==> src/hw/rtl/bpc_pkg.sv <==
// Shared types and constants for the barometric pressure compensation block.
// No dependencies; used by every other file in hw/rtl.
`default_nettype none
package bpc_pkg;

    localparam int unsigned DivStages = 32;

    typedef enum logic [2:0] {
        REG_AC1_AC2_AC3 = 3'd0,
        REG_AC4_AC5_AC6 = 3'd1,
        REG_B1_B2       = 3'd2,
        REG_MC_MD       = 3'd3,
        REG_OSS         = 3'd4
    } t_cfg_idx;

    // calibration, already extended to 32 bits
    typedef struct packed {
        logic [31:0] ac1;
        logic [31:0] ac2;
        logic [31:0] ac3;
        logic [31:0] ac4;
        logic [31:0] ac5;
        logic [31:0] ac6;
        logic [31:0] b1;
        logic [31:0] b2;
        logic [31:0] mc;
        logic [31:0] md;
        logic [1:0]  oss;
    } t_cal;

    // sideband carried through a divider pipe
    typedef struct packed {
        logic        err;
        logic        neg;
        logic        dbl;
        logic [31:0] x1;
        logic [23:0] up;
    } t_side;

    localparam logic [31:0] C_B6_OFS   = 32'd4000;
    localparam logic [31:0] C_B4_OFS   = 32'd32768;
    localparam logic [31:0] C_B7_SCALE = 32'd50000;
    localparam logic [31:0] C_P_K1     = 32'd3038;
    localparam logic [31:0] C_P_K2     = 32'd7357;
    localparam logic [31:0] C_P_K3     = 32'd3791;

endpackage
`default_nettype wire

==> src/hw/rtl/bpc_cfg_regs.sv <==
// Calibration and oversampling registers with field extraction.
// Depends on bpc_pkg.
`default_nettype none
module bpc_cfg_regs (
    input  wire logic          i_clk,
    input  wire logic          i_rst_n,
    input  wire logic          i_cfg_valid,
    output logic               o_cfg_ready,
    input  wire logic [2:0]    i_cfg_index,
    input  wire logic [47:0]   i_cfg_data,
    output bpc_pkg::t_cal      o_cal
);
    logic [47:0] r_ac123;
    logic [47:0] r_ac456;
    logic [31:0] r_b12;
    logic [31:0] r_mcmd;
    logic [1:0]  r_oss;

    assign o_cfg_ready = 1'b1;

    always_ff @(posedge i_clk) begin
        if (!i_rst_n) begin
            r_ac123 <= '0;
            r_ac456 <= '0;
            r_b12   <= '0;
            r_mcmd  <= '0;
            r_oss   <= '0;
        end else if (i_cfg_valid) begin
            case (i_cfg_index)
                bpc_pkg::REG_AC1_AC2_AC3: r_ac123 <= i_cfg_data;
                bpc_pkg::REG_AC4_AC5_AC6: r_ac456 <= i_cfg_data;
                bpc_pkg::REG_B1_B2:       r_b12   <= i_cfg_data[31:0];
                bpc_pkg::REG_MC_MD:       r_mcmd  <= i_cfg_data[31:0];
                bpc_pkg::REG_OSS:         r_oss   <= i_cfg_data[1:0];
                default: ;
            endcase
        end
    end

    always_comb begin
        o_cal.ac1 = {{16{r_ac123[47]}}, r_ac123[47:32]};
        o_cal.ac2 = {{16{r_ac123[31]}}, r_ac123[31:16]};
        o_cal.ac3 = {{16{r_ac123[15]}}, r_ac123[15:0]};
        o_cal.ac4 = {16'd0, r_ac456[47:32]};
        o_cal.ac5 = {16'd0, r_ac456[31:16]};
        o_cal.ac6 = {16'd0, r_ac456[15:0]};
        o_cal.b1  = {{16{r_b12[31]}}, r_b12[31:16]};
        o_cal.b2  = {{16{r_b12[15]}}, r_b12[15:0]};
        o_cal.mc  = {{16{r_mcmd[31]}}, r_mcmd[31:16]};
        o_cal.md  = {{16{r_mcmd[15]}}, r_mcmd[15:0]};
        o_cal.oss = r_oss;
    end
endmodule
`default_nettype wire

==> config.mk <==
export PLATFORM = sky130hd
export DESIGN_NAME = bpc_cfg_regs
export DESIGN_NICKNAME = d
export VERILOG_FILES = /design/src/hw/rtl/bpc_pkg.sv /design/src/hw/rtl/bpc_cfg_regs.sv
export SDC_FILE = /design/constraint.sdc
export NUM_CORES = 1
export LEC_CHECK = 0
export BUFFER_PORTS_ARGS = -buffer_cell sky130_fd_sc_hd__buf_2
export CORE_UTILIZATION = 30
export DETAILED_ROUTE_END_ITERATION = 8
export PLACE_DENSITY_LB_ADDON = 0.25
export RECOVER_POWER = 50
export REMOVE_ABC_BUFFERS = 1
export SYNTH_ARGS = -nofsm -noshare
export SYNTH_HDL_FRONTEND = slang
export SYNTH_SLANG_ARGS = --single-unit
==> constraint.sdc <==
create_clock -name i_clk -period 2.9 [get_ports i_clk]
set_input_delay 0.435 -clock i_clk [delete_from_list [all_inputs] [get_ports i_clk]]
set_output_delay 0.435 -clock i_clk [all_outputs]
set_load 0.03 [all_outputs]
; After elaboration in Yosys (flattened, before gate mapping)
; Cells that the tools add are included.
[totals]
register_bits = 162
input_bits = 54
output_inout_bits = 323
[classes]
eq_ne = 4
reduce_logical = 6
[op_table]
columns = operator, count
row1 = $reduce_and A2 Y1, 5
row2 = $eq A3 B2 Y1 const B, 2
row3 = $eq A3 B1 Y1 const B, 1
row4 = $eq A3 B3 Y1 const B, 1
row5 = $logic_not A3 Y1, 1

; Longest topological paths before layout
[depth]
depth_word = 2
ltp_mapped = 5

; Least setup slack after synthesis
; OpenSTA, ideal clock, no wires.
[synth_timing]
path_kind = reg-to-output
from = register r_b12[31]
to = output port o_cal[114] in the netlist's numbering
arrival_ns = 1.012
required_ns = 2.465
slack_ns = 1.453
stages_incl_launch_ff = 2
path_cell_list = dfxtp_1 buf_4
[synth_lines]
columns = element, line
row1 = from (decl), bpc_cfg_regs.sv:15  ; logic [31:0] r_b12;
row2 = from (signal assigned), bpc_cfg_regs.sv:32  ; bpc_pkg::REG_B1_B2: r_b12 <= i_cfg_data[31:0];
row3 = to (decl), bpc_cfg_regs.sv:11  ; output bpc_pkg::t_cal o_cal
; No word-level cell between the ends.

==> results.py <==
metrics = {
    "clock_tree": {
        "clock_latency_ps": 410,
        "cts_root_buffer": "clkbuf_16",
        "hold_buffers": 0,
        "ctsResizeCount": 0,
        "postCtsSetupRepairBufs": 0,
        "cts_tree": "yes",
        "cts_buffer_depth": 2,
        "cts_sinks": 162,
        "h-tree-depth": 4,
        "clkTransAtPathRegs_ps": 70,
        "cts_buffers": 17,
    },
    "sta": {
        "slew_headroom_pct": 4.55,
        "setup_viol": 0,
        "period_minus_slack_ps": 2150,
        "tns_ps": 0,
        "tightestPinTransition_ps": 1430,
        "slew_violations": 0,
        "rsz0062_at_grt": "false",
        "finalHoldViolCount": 0,
        "worst_slack_ps": 748,
        "whs_ps": 279,
        "clock_skew_ps": 0,
        "post-route-period-util_pct": 74.2,
        "fmax_mhz": 465,
    },
    "cells_and_area": {
        "fillers": 2489,
        "multi_input_area_um2": 2690,
        "seqCellArea_um2": 3240,
        "fin_nets": 1001,
        "antenna_cells": 0,
        "syn_to_final_growth_pct": 20.2,
        "drive_above_1_share_pct": 27.0,
        "utilization_pct": 36.6,
    },
    "power_and_ir_drop": {
        "p_leak_nw": 4.49,
        "ir_drop_v": 0.000299,
        "powerDensity_nw_per_um2": 619,
        "p_total_w": 0.00531,
    },
    "die": {
        "die_w_um": 156,
        "start_util_pct": 30.5,
        "die_height_um": 156,
        "io_pins": 377,
        "rows": 56,
        "design.die.area_um2": 24400,
        "core_um2": 23400,
    },
    "drt": {
        "wl_per_cell_um": 13.5,
        "drtIter0Drc": 215,
        "wl_mm": 17.3,
        "drt-pass1-iter-count": 4,
        "vias": 5167,
        "vias_per_cell": 4.04,
        "drcViolationCount": 0,
        "ant_nets": 0,
    },
    "critical_path": {
        "r2r-start": "r_ac123[31]$_SDFFE_PN0P_",
        "crit_arrival_ps": 2480,
        "path_class": "input port to flip-flop",
        "cp.required_ps": 3230,
        "worstSetupStartpoint": "i_rst_n",
        "startpoint_type": "input port",
        "cp_max_fo": 62,
        "crit_path_end_kind": "flip-flop",
    },
    "yosys": {
        "ys_types": 13,
        "netlist_instances": 743,
        "yosys_warnings": 0,
        "synth_area_um2": 7130,
        "ys_seq_area_share_pct": 45.5,
        "syn_area_per_cell_um2": 9.60,
        "ys_ff_latch": 162,
    },
    "worst_hold_path": {
        "min_from": "i_cfg_data[44]",
        "hold_class": "input port to flip-flop",
    },
    "grt": {
        "grt_pass1_vias": 4546,
        "grt_max_degree": 63,
        "grt_usage_pct": 13.6,
        "grt_antenna_before_repair": 0,
        "gr-total-overflow": 0,
        "grt_pass1_wl_mm": 25.5,
    },
    "placement": {
        "io_buffers": 327,
        "gp_congestion": 0.729,
        "hpwl_mm": 11.9,
        "pre_cts_ws_ps": 897,
    },
    "run_status": {
        "status": "finished, final reports clean",
    },
    "flow_run": {
        "drv_cap": 0,
    },
}
==> sequential cells by signal (all words and copies together), names as in the netlist <==
name / flops
r_ac123: 48
r_ac456: 48
r_b12: 32
r_mcmd: 32
r_oss: 2
==> stage by stage <==
stage / cells / cell area [um^2]
finish: 1279 / 8580
global route: 1279 / 8580
CTS: 1279 / 8740
detailed placement: 1247 / 8100
global placement: 1247 / 8100
floorplan: 588 / 5900
==> worst paths after layout <==
check | slack (ps) | endpoint | depth (start not counted)
min | 280 | r_ac456[44]$_SDFFE_PN0P_ | 3
min reg2reg | 460 | r_ac123[30]$_SDFFE_PN0P_ | 2
max reg2reg | 1880 | r_ac123[31]$_SDFFE_PN0P_ | 2
max | 750 | r_b12[3]$_SDFFE_PN0P_ | 4
==> power by group <==
| part | switching [W] | internal [W] | total, W |
|---|---|---|---|
| combinational | 0.000428 | 0.000138 | 0.000567 |
| clock | 0.000964 | 0.00148 | 0.00244 |
| sequential | 0.0000305 | 0.00227 | 0.00230 |
==> cells by family (layout without fill, tap and decap cells) <==
kind of cell           count (synthesis)  in the layout  synth area share, %
other                                  2             49                0.105
buffers and inverters                202            372                 19.8
muxes                                162            162                 22.7
DFF                                  162            162                 45.5
and+or+nand+nor                      215            215                 11.9
==> final cells by class <==
cell class	count	share of cell area [%]
clock buffers	18	5.12
clock inverters	14	2.31
multi-input cells	426	31.4
flip-flops and latches	162	37.8
well taps	319	4.65
repair buffers	340	18.7
==> synthesized netlist by cell type <==
| cell | n | area share [%] |
|---|---|---|
| buf_2 | 12 | 0.84 |
| and4bb_2 | 1 | 0.18 |
| nand2_1 | 210 | 11 |
| clkbuf_1 | 21 | 1.1 |
| nand4bb_1 | 2 | 0.32 |
| conb_1 | 2 | 0.11 |
| mux2i_1 | 162 | 23 |
| buf_1 | 2 | 0.11 |
| buf_4 | 163 | 17 |
| nor4b_2 | 1 | 0.21 |
| dfxtp_1 | 162 | 45 |
| nand4b_1 | 1 | 0.12 |
| buf_6 | 4 | 0.63 |
==> worst max-delay path: stages <==
cell,delay (ps)
clkbuf_2,1000
clkbuf_1,520
nand2_1,270
mux2i_1,190
==> cell usage in the layout (no fill, tap or decap), types with 2 or more instances in the layout <==
master	instances
bufinv_16	4
clkbuf_1	117
clkinv_2	2
clkinvlp_4	2
inv_6	4
clkinv_4	2
nand2_1	210
buf_4	7
dfxtp_1	162
buf_12	2
conb_1	49
nand4bb_4	2
clkbuf_16	17
mux2i_1	162
buf_2	213
==> per-layer routing <==
layer | vias to the layer above | share of wire [%] | global-route usage [%]
met5 | - | 0 | 0
met1 | 2368 | 44 | 16.4
met3 | 11 | 6.3 | 3.38
li1 | 2601 | - | -
met2 | 187 | 49 | 23.4
met4 | 0 | 1.2 | 4.90
Power figures use the tool's default switching activity.
